`src/prescaled_countdown_timer_unit_assert.svh`:
```
// Assertion macros shared by the timer RTL.
`ifndef PRESCALED_COUNTDOWN_TIMER_UNIT_ASSERT_SVH
`define PRESCALED_COUNTDOWN_TIMER_UNIT_ASSERT_SVH

// Same-cycle implication.
`define PCTU_ASSERT_IMPL(lbl, pre, post) \
  lbl: assert property (@(posedge clk) disable iff (rst) (pre) |-> (post)) \
    else $error("pctu assertion failed");

// Next-cycle implication.
`define PCTU_ASSERT_NEXT(lbl, pre, post) \
  lbl: assert property (@(posedge clk) disable iff (rst) (pre) |=> (post)) \
    else $error("pctu assertion failed");

`endif

```
`src/pctu_pkg.sv`:
```
package pctu_pkg;

  localparam int PRESCALE_COUNT_WIDTH = 24;
  localparam int TickWidth = 16;
  localparam int PrsMaxShift = 7;
  localparam int ShiftedMin = TickWidth + PrsMaxShift;
  localparam int ShiftedWidth =
    (PRESCALE_COUNT_WIDTH > ShiftedMin) ? PRESCALE_COUNT_WIDTH : ShiftedMin;
  localparam int CfgIndexWidth = 2;

  typedef enum logic [1:0] {
    ReqTick  = 2'd0,
    ReqRead  = 2'd1,
    ReqWrite = 2'd2,
    ReqNop   = 2'd3
  } req_type_t;

  localparam logic [5:0] RegIrqEnable = 6'd0;
  localparam logic [5:0] RegIrqStatus = 6'd1;
  localparam logic [5:0] RegControl   = 6'd4;
  localparam logic [5:0] RegInterval  = 6'd5;
  localparam logic [5:0] RegCurrent   = 6'd6;

  localparam logic [CfgIndexWidth-1:0] CfgSlowTicks = CfgIndexWidth'(0);
  localparam logic [CfgIndexWidth-1:0] CfgFastTicks = CfgIndexWidth'(1);

  localparam logic [15:0] SlowTicksReset = 16'd18750;
  localparam logic [15:0] FastTicksReset = 16'd25;

  // control word bit positions
  localparam int CtlEnable   = 0;
  localparam int CtlReload   = 1;
  localparam int CtlClkLo    = 2;
  localparam int CtlClkHi    = 3;
  localparam int CtlPrsLo    = 4;
  localparam int CtlPrsHi    = 6;
  localparam int CtlSingle   = 7;
  localparam logic [2:0] StatusMask = 3'h7;

  typedef struct packed {
    logic        fire;
    req_type_t   kind;
    logic [5:0]  index;
    logic [31:0] data;
    logic [3:0]  be;
  } pctu_req_t;

  typedef struct packed {
    logic                     fire;
    logic [CfgIndexWidth-1:0] index;
    logic [15:0]              data;
  } pctu_cfg_t;

  typedef struct packed {
    logic [31:0] read_data;
    logic        access_ok;
    logic        irq_pending;
  } pctu_rsp_t;

  function automatic logic [31:0] merge_bytes(logic [31:0] old, logic [31:0] data,
                                              logic [3:0] be);
    logic [31:0] m;
    m = '0;
    for (int i = 0; i < 4; i++) begin
      if (be[i]) m[8*i +: 8] = 8'hFF;
    end
    return (old & ~m) | (data & m);
  endfunction

endpackage

```
`src/pctu_core.sv`:
```
module pctu_core (
  input  logic                clk,
  input  logic                rst,
  input  pctu_pkg::pctu_req_t req,
  input  pctu_pkg::pctu_cfg_t cfg,
  output pctu_pkg::pctu_rsp_t rsp
);
  import pctu_pkg::*;
  `include "prescaled_countdown_timer_unit_assert.svh"

  logic [15:0] slow_ticks;
  logic [15:0] fast_ticks;
  logic [31:0] irq_enable, irq_enable_next;
  logic [2:0]  irq_status, irq_status_next;
  logic [31:0] control, control_next;
  logic [31:0] interval, interval_next;
  logic [31:0] current, current_next;
  logic [PRESCALE_COUNT_WIDTH-1:0] prescale_count, prescale_count_next;
  logic [PRESCALE_COUNT_WIDTH-1:0] prescale_reload, prescale_reload_next;

  logic [31:0] cur_dec;
  logic [31:0] ctl_merged;
  logic [15:0] base_ticks;
  logic [ShiftedWidth-1:0] shifted;
  logic [PRESCALE_COUNT_WIDTH-1:0] reload_calc;
  logic implemented;

  assign cur_dec    = current - 32'd1;
  assign ctl_merged = merge_bytes(control, req.data, req.be);
  assign base_ticks = (ctl_merged[CtlClkHi:CtlClkLo] == 2'b00) ? slow_ticks : fast_ticks;
  assign shifted    = ShiftedWidth'(base_ticks) << ctl_merged[CtlPrsHi:CtlPrsLo];
  // saturate when the shifted count does not fit the prescaler
  assign reload_calc = ((shifted >> PRESCALE_COUNT_WIDTH) != '0) ? '1
                     : shifted[PRESCALE_COUNT_WIDTH-1:0];

  always_comb begin
    case (req.index)
      RegIrqEnable, RegIrqStatus, RegControl, RegInterval, RegCurrent: implemented = 1'b1;
      default: implemented = 1'b0;
    endcase
  end

  always_comb begin
    irq_enable_next      = irq_enable;
    irq_status_next      = irq_status;
    control_next         = control;
    interval_next        = interval;
    current_next         = current;
    prescale_count_next  = prescale_count;
    prescale_reload_next = prescale_reload;
    rsp.read_data        = '0;
    if (req.fire) begin
      case (req.kind)
        ReqTick: begin
          if (control[CtlEnable]) begin
            if (prescale_count > PRESCALE_COUNT_WIDTH'(1)) begin
              prescale_count_next = prescale_count - PRESCALE_COUNT_WIDTH'(1);
            end else begin
              if (cur_dec == '0 || cur_dec[31]) begin
                current_next = interval;
                if (irq_enable[0]) irq_status_next[0] = 1'b1;
                if (control[CtlSingle]) control_next[CtlEnable] = 1'b0;
              end else begin
                current_next = cur_dec;
              end
              prescale_count_next = prescale_reload;
            end
          end
        end
        ReqRead: begin
          case (req.index)
            RegIrqEnable: rsp.read_data = irq_enable;
            RegIrqStatus: rsp.read_data = {29'd0, irq_status & StatusMask};
            RegControl:   rsp.read_data = control;
            RegInterval:  rsp.read_data = interval;
            RegCurrent:   rsp.read_data = current;
            default:      rsp.read_data = '0;
          endcase
        end
        ReqWrite: begin
          case (req.index)
            RegIrqEnable: irq_enable_next = merge_bytes(irq_enable, req.data, req.be);
            RegIrqStatus: begin
              // write-one-to-clear, gated by byte 0
              if (req.be[0]) irq_status_next = irq_status & ~(req.data[2:0] & StatusMask);
            end
            RegControl: begin
              control_next = ctl_merged;
              if (ctl_merged[CtlEnable] && !control[CtlEnable]) begin
                if (current == '0 || ctl_merged[CtlReload]) current_next = interval;
                control_next[CtlReload] = 1'b0;
              end
              prescale_reload_next = reload_calc;
              prescale_count_next  = reload_calc;
            end
            RegInterval: interval_next = merge_bytes(interval, req.data, req.be);
            RegCurrent:  current_next  = merge_bytes(current, req.data, req.be);
            default: ;
          endcase
        end
        default: ;
      endcase
    end
    rsp.access_ok   = (req.kind == ReqRead || req.kind == ReqWrite) && implemented;
    rsp.irq_pending = irq_status_next[0];
  end

  always_ff @(posedge clk) begin
    if (rst) begin
      slow_ticks      <= SlowTicksReset;
      fast_ticks      <= FastTicksReset;
      irq_enable      <= '0;
      irq_status      <= '0;
      control         <= '0;
      interval        <= '0;
      current         <= '0;
      prescale_count  <= '0;
      prescale_reload <= '0;
    end else begin
      if (cfg.fire && cfg.index == CfgSlowTicks) slow_ticks <= cfg.data;
      if (cfg.fire && cfg.index == CfgFastTicks) fast_ticks <= cfg.data;
      irq_enable      <= irq_enable_next;
      irq_status      <= irq_status_next;
      control         <= control_next;
      interval        <= interval_next;
      current         <= current_next;
      prescale_count  <= prescale_count_next;
      prescale_reload <= prescale_reload_next;
    end
  end

  `PCTU_ASSERT_IMPL(a_count_le_reload, 1'b1, prescale_count <= prescale_reload)
  `PCTU_ASSERT_IMPL(a_enable_by_write, $rose(control[CtlEnable]),
                    $past(req.fire && req.kind == ReqWrite && req.index == RegControl))
  `PCTU_ASSERT_IMPL(a_status_needs_ie, $rose(irq_status[0]), $past(irq_enable[0]))

endmodule

```
`src/prescaled_countdown_timer_unit.sv`:
```
// channel   signals                                         role
// in        in_valid/in_ready, req_type..byte_enable        tick, read, write or no-op
// out       out_valid/out_ready, read_data..irq_pending     one result per item
// cfg       cfg_valid/cfg_ready, cfg_index, cfg_data        tick source counts
//
// One item per cycle while in_ready is high; its result appears in the output register the next cycle.
// All state but the tick source counts updates in the cycle the input transfer happens; one register stage.
// in_ready drops only while a result waits and out_ready is low.
// cfg_ready is always high. Synchronous reset clears the timer state and reloads the tick source counts.
module prescaled_countdown_timer_unit (
  input  logic                                clk,
  input  logic                                rst,
  input  logic                                in_valid,
  output logic                                in_ready,
  input  logic [1:0]                          req_type,
  input  logic [5:0]                          reg_index,
  input  logic [31:0]                         write_data,
  input  logic [3:0]                          byte_enable,
  output logic                                out_valid,
  input  logic                                out_ready,
  output logic [31:0]                         read_data,
  output logic                                access_ok,
  output logic                                irq_pending,
  input  logic                                cfg_valid,
  output logic                                cfg_ready,
  input  logic [pctu_pkg::CfgIndexWidth-1:0]  cfg_index,
  input  logic [15:0]                         cfg_data
);
  import pctu_pkg::*;
  `include "prescaled_countdown_timer_unit_assert.svh"

  pctu_req_t req;
  pctu_cfg_t cfg;
  pctu_rsp_t rsp;
  logic      in_fire;

  assign in_ready  = !out_valid || out_ready;
  assign in_fire   = in_valid && in_ready;
  assign cfg_ready = 1'b1;

  assign req.fire  = in_fire;
  assign req.kind  = req_type_t'(req_type);
  assign req.index = reg_index;
  assign req.data  = write_data;
  assign req.be    = byte_enable;

  assign cfg.fire  = cfg_valid && cfg_ready;
  assign cfg.index = cfg_index;
  assign cfg.data  = cfg_data;

  pctu_core u_core (
    .clk (clk),
    .rst (rst),
    .req (req),
    .cfg (cfg),
    .rsp (rsp)
  );

  always_ff @(posedge clk) begin
    if (rst) begin
      out_valid <= 1'b0;
    end else if (in_fire) begin
      out_valid <= 1'b1;
    end else if (out_ready) begin
      out_valid <= 1'b0;
    end
  end

  always_ff @(posedge clk) begin
    if (in_fire) begin
      read_data   <= rsp.read_data;
      access_ok   <= rsp.access_ok;
      irq_pending <= rsp.irq_pending;
    end
  end

  `PCTU_ASSERT_NEXT(a_fire_gives_result, in_fire, out_valid)
  `PCTU_ASSERT_NEXT(a_tick_no_access, in_fire && req_type == ReqTick,
                    read_data == '0 && !access_ok)
  `PCTU_ASSERT_NEXT(a_bad_index_read, in_fire && req_type == ReqRead &&
                    reg_index != RegIrqEnable && reg_index != RegIrqStatus &&
                    reg_index != RegControl && reg_index != RegInterval &&
                    reg_index != RegCurrent, read_data == '0 && !access_ok)

endmodule

```
`config.mk`:
```
export PLATFORM = sky130hd
export DESIGN_NAME = prescaled_countdown_timer_unit
export DESIGN_NICKNAME = d
export VERILOG_FILES = /design/src/pctu_pkg.sv /design/src/pctu_core.sv /design/src/prescaled_countdown_timer_unit.sv
export VERILOG_INCLUDE_DIRS = /design/src /design/src/src
export SDC_FILE = /design/constraint.sdc
export NUM_CORES = 1
export LEC_CHECK = 0
export BUFFER_PORTS_ARGS = -buffer_cell sky130_fd_sc_hd__buf_2
export CAP_MARGIN = 10
export CORE_MARGIN = 2
export CORE_UTILIZATION = 48
export DETAILED_ROUTE_END_ITERATION = 7
export GPL_ROUTABILITY_DRIVEN = 1
export PLACE_DENSITY = 0.69
export REMOVE_ABC_BUFFERS = 1
export SYNTH_ARGS = -nofsm -noshare
export SYNTH_HDL_FRONTEND = slang
export SYNTH_HIERARCHICAL = 1
export SYNTH_SLANG_ARGS = --single-unit
```
`constraint.sdc`:
```
create_clock -name clk -period 8.5 [get_ports clk]
set_clock_uncertainty 0.1 [all_clocks]
set_input_delay 0.425 -clock clk [delete_from_list [all_inputs] [get_ports clk]]
set_output_delay 0.425 -clock clk [all_outputs]
set_load 0.01 [all_outputs]
```
==> results of run 1 <==
[worst min-delay path: stages]
cell and delay, ns:
buf_2 0.09, nand2_1 0.04, nand3b_1 0.06
[routing by layer]
layer,vias up,GRT usage [%],part of all wire (%)
met4,2,7.952,2.9
met2,385,44.63,50
met5,-,0,0.044
li1,5674,-,-
met3,68,3.125,5.3
met1,5626,30.79,42
[layout by cell type, fill, tap and decap left out, types with 18 or more instances in the layout]
cell type	count
a211oi_1	47
mux2i_1	108
clkbuf_16	29
xnor2_1	23
buf_4	18
nand3_1	64
a222oi_1	29
inv_1	20
nand3b_1	20
a21oi_1	131
nand4_1	23
nor2_1	189
o21ai_0	21
nand2_1	193
edfxtp_1	34
buf_2	101
dfxtp_1	211
nor3_1	59
[report_power, final]
| part | internal (µW) | total (µW) | switching [µW] |
|---|---|---|---|
| logic | 237 | 629 | 392 |
| clock network | 737 | 1220 | 485 |
| registers | 1200 | 1240 | 34.7 |
[metrics by stage]
| stage | cell area (µm²) | utilization, % | setup WS [ns] |
|---|---|---|---|
| 2_1_floorplan | 12580 | - | 3.400 |
| 3_3_place_gp | 13690 | 50.93 | 4.542 |
| 3_5_place_dp | 13690 | 50.93 | 4.391 |
| 4_1_cts | 14640 | 54.46 | 4.439 |
| 5_1_grt | 14640 | 54.46 | 4.112 |
| 6_report | 14640 | 54.46 | 4.331 |
[what timing repair did]
| action | CTS | global route |
|---|---|---|
| hold endpoints to repair | 1 | 0 |
| hold buffers | 1 | 0 |
| setup endpoints to repair | 0 | 0 |
[worst paths after layout]
check | start | end | slack [ns] | cells after the start
worst max-delay path | register | register | 4.33 | 10
worst max register to register | register | register | 4.33 | 10
worst min register to register | u_core/fast_ticks[14] | u_core/fast_ticks[14] | 0.35 | 2
worst min-delay path | cfg_data[8] | u_core/slow_ticks[8] | 0.02 | 3
[cells by family after synthesis]
| family | count (synthesis) | share of synthesized area [%] |
|---|---|---|
| simple gates | 651 | 23.95 |
| compound gates | 328 | 17.02 |
| flops | 245 | 40.00 |
| buf+inv | 147 | 4.609 |
| mux | 127 | 10.95 |
| xor+xnor | 40 | 2.672 |
| fa+ha+maj | 8 | 0.7635 |
| other cells | 1 | 0.02860 |
[cell type report]
| cell class | instances | area, µm² | share of cell area, % |
|---|---|---|---|
| inverters | 20 | 75.07 | 0.5129 |
| flip-flops and latches | 245 | 5245 | 35.83 |
| repair buffers | 121 | 661.9 | 4.522 |
| multi-input cells | 1155 | 7289 | 49.80 |
| diodes | 1 | 2.502 | 0.01710 |
| clock inverters | 8 | 98.84 | 0.6753 |
| clock buffers | 43 | 838.3 | 5.727 |
| well taps | 341 | 426.7 | 2.915 |
==> run summary, run 1 <==
Estimated wirelength of the detail-placed design: 23.92 mm
Post-Synthesis Cells: 1547
Crit Path Category: register to register
EDFF count, synth: 34
Gr ovfl total: 0
Wire length per cell: 18.76 µm
Fin Hold WS: 0.02090 ns
MaxCap Viol Count: 0
Worst VDD drop: 0.1627 mV
Antenna Nets Post-Route: 0
Clk slew on worst S/H paths: 0.06 ns
Post-synth ARST share: 0%
Worst-Margin Slew: 1.083 ns
Final Cycle Share: 49.04%
Primary FF master, synth: dfxtp_1
F_max: 0.2399 GHz
Row count: 60
Initial antenna violation count: 2
Core Box Area: 26880 µm²
Drt via density: 6.078
Critical Path Max Stage Delay: 0.75 ns
First-pass iteration count of the detailed router: 6
First-pass GRT wire length: 58.59 mm
Number of global-route vias before repair: 11336
Setup TNS: 0 ns
Post-synth top cells: dfxtp_1, nand2_1, nor2_1
Root Buffer: clkbuf_16
Mapped Area: 13110 µm²
DIE AREA: 28650 µm²
Synth cell types: 82
Num Clock Sinks: 245
Final setup viols: 0
Via count: 11755
Pleak: 0.005619 µW
Register area share after synthesis: 40.00%
Worst setup EP type: register
Largest buffer count on any clock path: 3
Average size of a mapped cell: 8.475 µm²
CTS Buf Count: 28
Critical path's slowest cell: o21ai_4
Worst path required time: 8.86 ns
Layout Nets: 1646
Yosys warnings: 6
CTS tree: yes
Initial Utilization: 48.78%
H-Tree Depth: 1
Slew Viols, Final: 0
Most common cell in the netlist: dfxtp_1
Tot Pwr: 3087 µW
Filler cell count in the final layout: 2507
RSZ-0062 raised after global routing: no
Total GRT Usage: 24.79%
Startpoint type of the worst setup path: register
Area grow syn2layout: 11.64%
CP Max Fanout: 24
Largest net degree at the start of global routing: 125
DRC: 0
Worst min-delay path category: primary input to register
Non-Filler Instances: 1934
GPL Wtd Cong: 0.9236
Relative slew margins: 27.77%
Synth top area share: 32.22%
Final Hold Fails: 0
Post-Place Cells: 1881
Yosys reg bits: 245
# port buffers: 102
CP arrival: 4.53 ns
PostCTS Resize Cnt: 0
Clk_lat worst skew: 0.55 ns
Synth area leaders: dfxtp_1, mux2i_1, edfxtp_1
Drt total wl: 36.27 mm
Crit path max-delay family: compound AO/OA/AOI/OAI gates
Detailed Route Iter0 Violations: 1150
Die W: 169.3 µm
Status: finished clean
Postcts setup bufs: 0
Yosys top cell by area: dfxtp_1
Final Critical Period: 4.169 ns
Share of layout cells above drive strength 1: 13.94%
PwrDens: 210.9 nW/µm²
Critical Path, Cell by Cell: inv_1 -> ha_1 -> nor3b_2 -> nand3_1 -> o31a_1 -> nor4b_1 -> o2111ai_2 -> o21ai_4 -> mux2_4 -> a211oi_2
I/O Pins: 104
Buf/Inv on CP: 1
Die H: 169.3 µm
Note: power is estimated with default switching activity, not from simulation.
==> inputs of run 2 (changes only) <==
--- a/config.mk
+++ b/config.mk
@@ -6,13 +6,14 @@
 export SDC_FILE = /design/constraint.sdc
 export NUM_CORES = 1
 export LEC_CHECK = 0
+export ABC_AREA = 1
 export BUFFER_PORTS_ARGS = -buffer_cell sky130_fd_sc_hd__buf_2
 export CAP_MARGIN = 10
 export CORE_MARGIN = 2
 export CORE_UTILIZATION = 48
 export DETAILED_ROUTE_END_ITERATION = 7
 export GPL_ROUTABILITY_DRIVEN = 1
-export PLACE_DENSITY = 0.69
+export PLACE_DENSITY = 0.72
 export REMOVE_ABC_BUFFERS = 1
 export SYNTH_ARGS = -nofsm -noshare
 export SYNTH_HDL_FRONTEND = slang
==> constraint.sdc (replaced) <==
create_clock -name clk -period 3.5 [get_ports clk]
set_clock_uncertainty 0.1 [all_clocks]
set_input_delay 0.175 -clock clk [delete_from_list [all_inputs] [get_ports clk]]
set_output_delay 0.175 -clock clk [all_outputs]
set_load 0.01 [all_outputs]
==> run summary, run 2 <==
Core Util, Final: 57.21%
CTS tree: yes
Estimated wirelength of the detail-placed design: 28.42 mm
Gr ovfl total: 0
CP Max Fanout: 38
Final setup viols: 0
Worst setup EP type: register
Final Hold Fails: 0
Clk_lat worst skew: 0.55 ns
Mapped Area: 13340 µm²
Worst-Margin Slew: 1.005 ns
DIE AREA: 29140 µm²
Slew Viols, Final: 0
Startpoint type of the worst setup path: register
First-pass iteration count of the detailed router: 5
Post-Place Cells: 2357
Synth area leaders: dfxtp_1, nand2_1, a21oi_1
Initial Utilization: 48.42%
Area of the multi-input gates: 6982 µm²
First-pass GRT wire length: 66.70 mm
CP arrival: 3.44 ns
H-Tree Depth: 1
Post-Synthesis Cells: 1957
Via count: 13852
Worst hold start: cfg_index[0]
Pleak: 0.006699 µW
Die W: 170.7 µm
DRC: 0
Drt via density: 5.610
DR top layer: met4
Synth top area share: 31.66%
Commonest non-fill, non-tap cells in the layout: nand2_1, a21oi_1, dfxtp_1
Wire length per cell: 16.82 µm
Final Cycle Share: 87.40%
Worst VDD drop: 0.4557 mV
Largest buffer count on any clock path: 3
Number of global-route vias before repair: 13045
MaxCap Viol Count: 0
Final Critical Period: 3.059 ns
Yosys warnings: 6
Total GRT Usage: 28.14%
EDFF count, synth: 34
FF-to-FF path depth: 16
Die H: 170.7 µm
Wire length on met1: 17.35 mm
Worst min-delay path category: primary input to register
Yosys reg bits: 245
RSZ-0062 raised after global routing: no
F_max: 0.3269 GHz
Average size of a mapped cell: 6.817 µm²
Antenna Nets Post-Route: 0
Met2 wire len: 20.05 mm
N_diodes: 0
Yosys top cell by area: dfxtp_1
Postcts setup bufs: 0
Crit Path Category: register to register
Non-Filler Instances: 2469
Detailed Route Iter0 Violations: 1290
WL met3: 2.542 mm
Layout Nets: 2144
Area grow syn2layout: 18.16%
I/O Pins: 104
Num Clock Sinks: 245
Primary FF master, synth: dfxtp_1
# port buffers: 102
Share of layout cells above drive strength 1: 10.95%
Post-synth ARST share: 0%
CTS Buf Count: 28
Status: finished clean
Initial antenna violation count: 0
PwrDens: 513.6 nW/µm²
Largest net degree at the start of global routing: 72
Most common cell in the netlist: nand2_1
Root Buffer: clkbuf_16
Synth cell types: 48
GPL Wtd Cong: 0.9928
Register area: 5245 µm²
Register area share after synthesis: 39.31%
Post-synth top cells: nand2_1, a21oi_1, dfxtp_1
Most common cell after layout, fill and taps aside: nand2_1
Filler cell count in the final layout: 2621
Worst path required time: 3.89 ns
Clk slew on worst S/H paths: 0.06 ns
Depth of the worst hold-timing path: 5
Core Box Area: 27550 µm²
Relative slew margins: 32.91%
Row count: 61
Drt total wl: 41.53 mm
-- run 2: path summary, 6_finish.rpt --
kind,end,slack (ns)
hold reg to reg,u_core/slow_ticks[13],0.35
hold / removal,u_core/slow_ticks[14],0.03
setup reg to reg,register,0.44
setup / recovery,register,0.44
-- run 2: metrics by stage --
step	cell area, µm²	setup WS [ns]	total power, µW	TNS, ns	hold WS, ns
after floorplan	12900	-1.453	4245	-106.54	0.1374
after global placement	14110	0.6200	4778	0	0.2964
after detailed placement	14110	0.5034	4790	0	0.3001
after CTS	15760	0.4930	8121	0	0.01481
after global routing	15760	0.1483	8485	0	0.04575
final	15760	0.4412	8097	0	0.02954
-- run 2: logic make-up (layout without fill, tap and decap cells) --
logic type | count (synthesis) | after routing | share of synthesized area, %
muxes | 7 | 7 | 0.5252
buffers and inverters | 292 | 426 | 8.562
and+or+nand+nor | 831 | 831 | 25.98
adders and majority gates | 8 | 8 | 0.7503
DFF | 245 | 245 | 39.31
AOI/OAI and AO/OA | 552 | 552 | 23.46
other | 1 | 1 | 0.02811
xor gates and xnor gates | 21 | 21 | 1.379
-- run 2: area by class of cell --
type,count,area share (%)
inverters,186,4.453
flip-flops and latches,245,33.27
clock buffers,38,5.548
repair buffers,188,8.302
clock inverters,14,1.135
well taps,378,3.000
multi-input cells,1420,44.29
-- run 2: worst max-delay path, cell delays in order, from the launching register on --
cell,delay (ns)
dfxtp_1,0.34
inv_1,0.19
ha_1,0.29
nand2_4,0.12
nor2_4,0.14
nand2_1,0.09
nand2_1,0.16
nand3_1,0.10
nor2_1,0.14
nand2_1,0.09
nor2_1,0.15
nand3_1,0.13
nand2_4,0.40
inv_4,0.20
nand2_1,0.13
nand3_1,0.09
a21oi_2,0.14
-- run 2: timing repair --
item                      4_1_cts  5_1_grt
hold buffers                   60        0
hold endpoints to repair      134        0
gates resized for setup         0        0
-- run 2: where the power goes --
| part | internal [µW] | total (µW) | switching (µW) | leakage [µW] |
|---|---|---|---|---|
| logic | 605 | 1810 | 1200 | 0.00412 |
| registers | 2940 | 3010 | 73.9 | 0.00205 |
| clock network | 2050 | 3280 | 1230 | 0.000528 |
| total | 5590 | 8100 | 2510 | 0.00670 |
-- run 2: layer usage --
layer / up-vias / global-route usage, %
li1: 6785 / -
met5: - / 0
met1: 6448 / 34.91
met2: 514 / 49.45
met3: 105 / 3.817
met4: 0 / 10.85
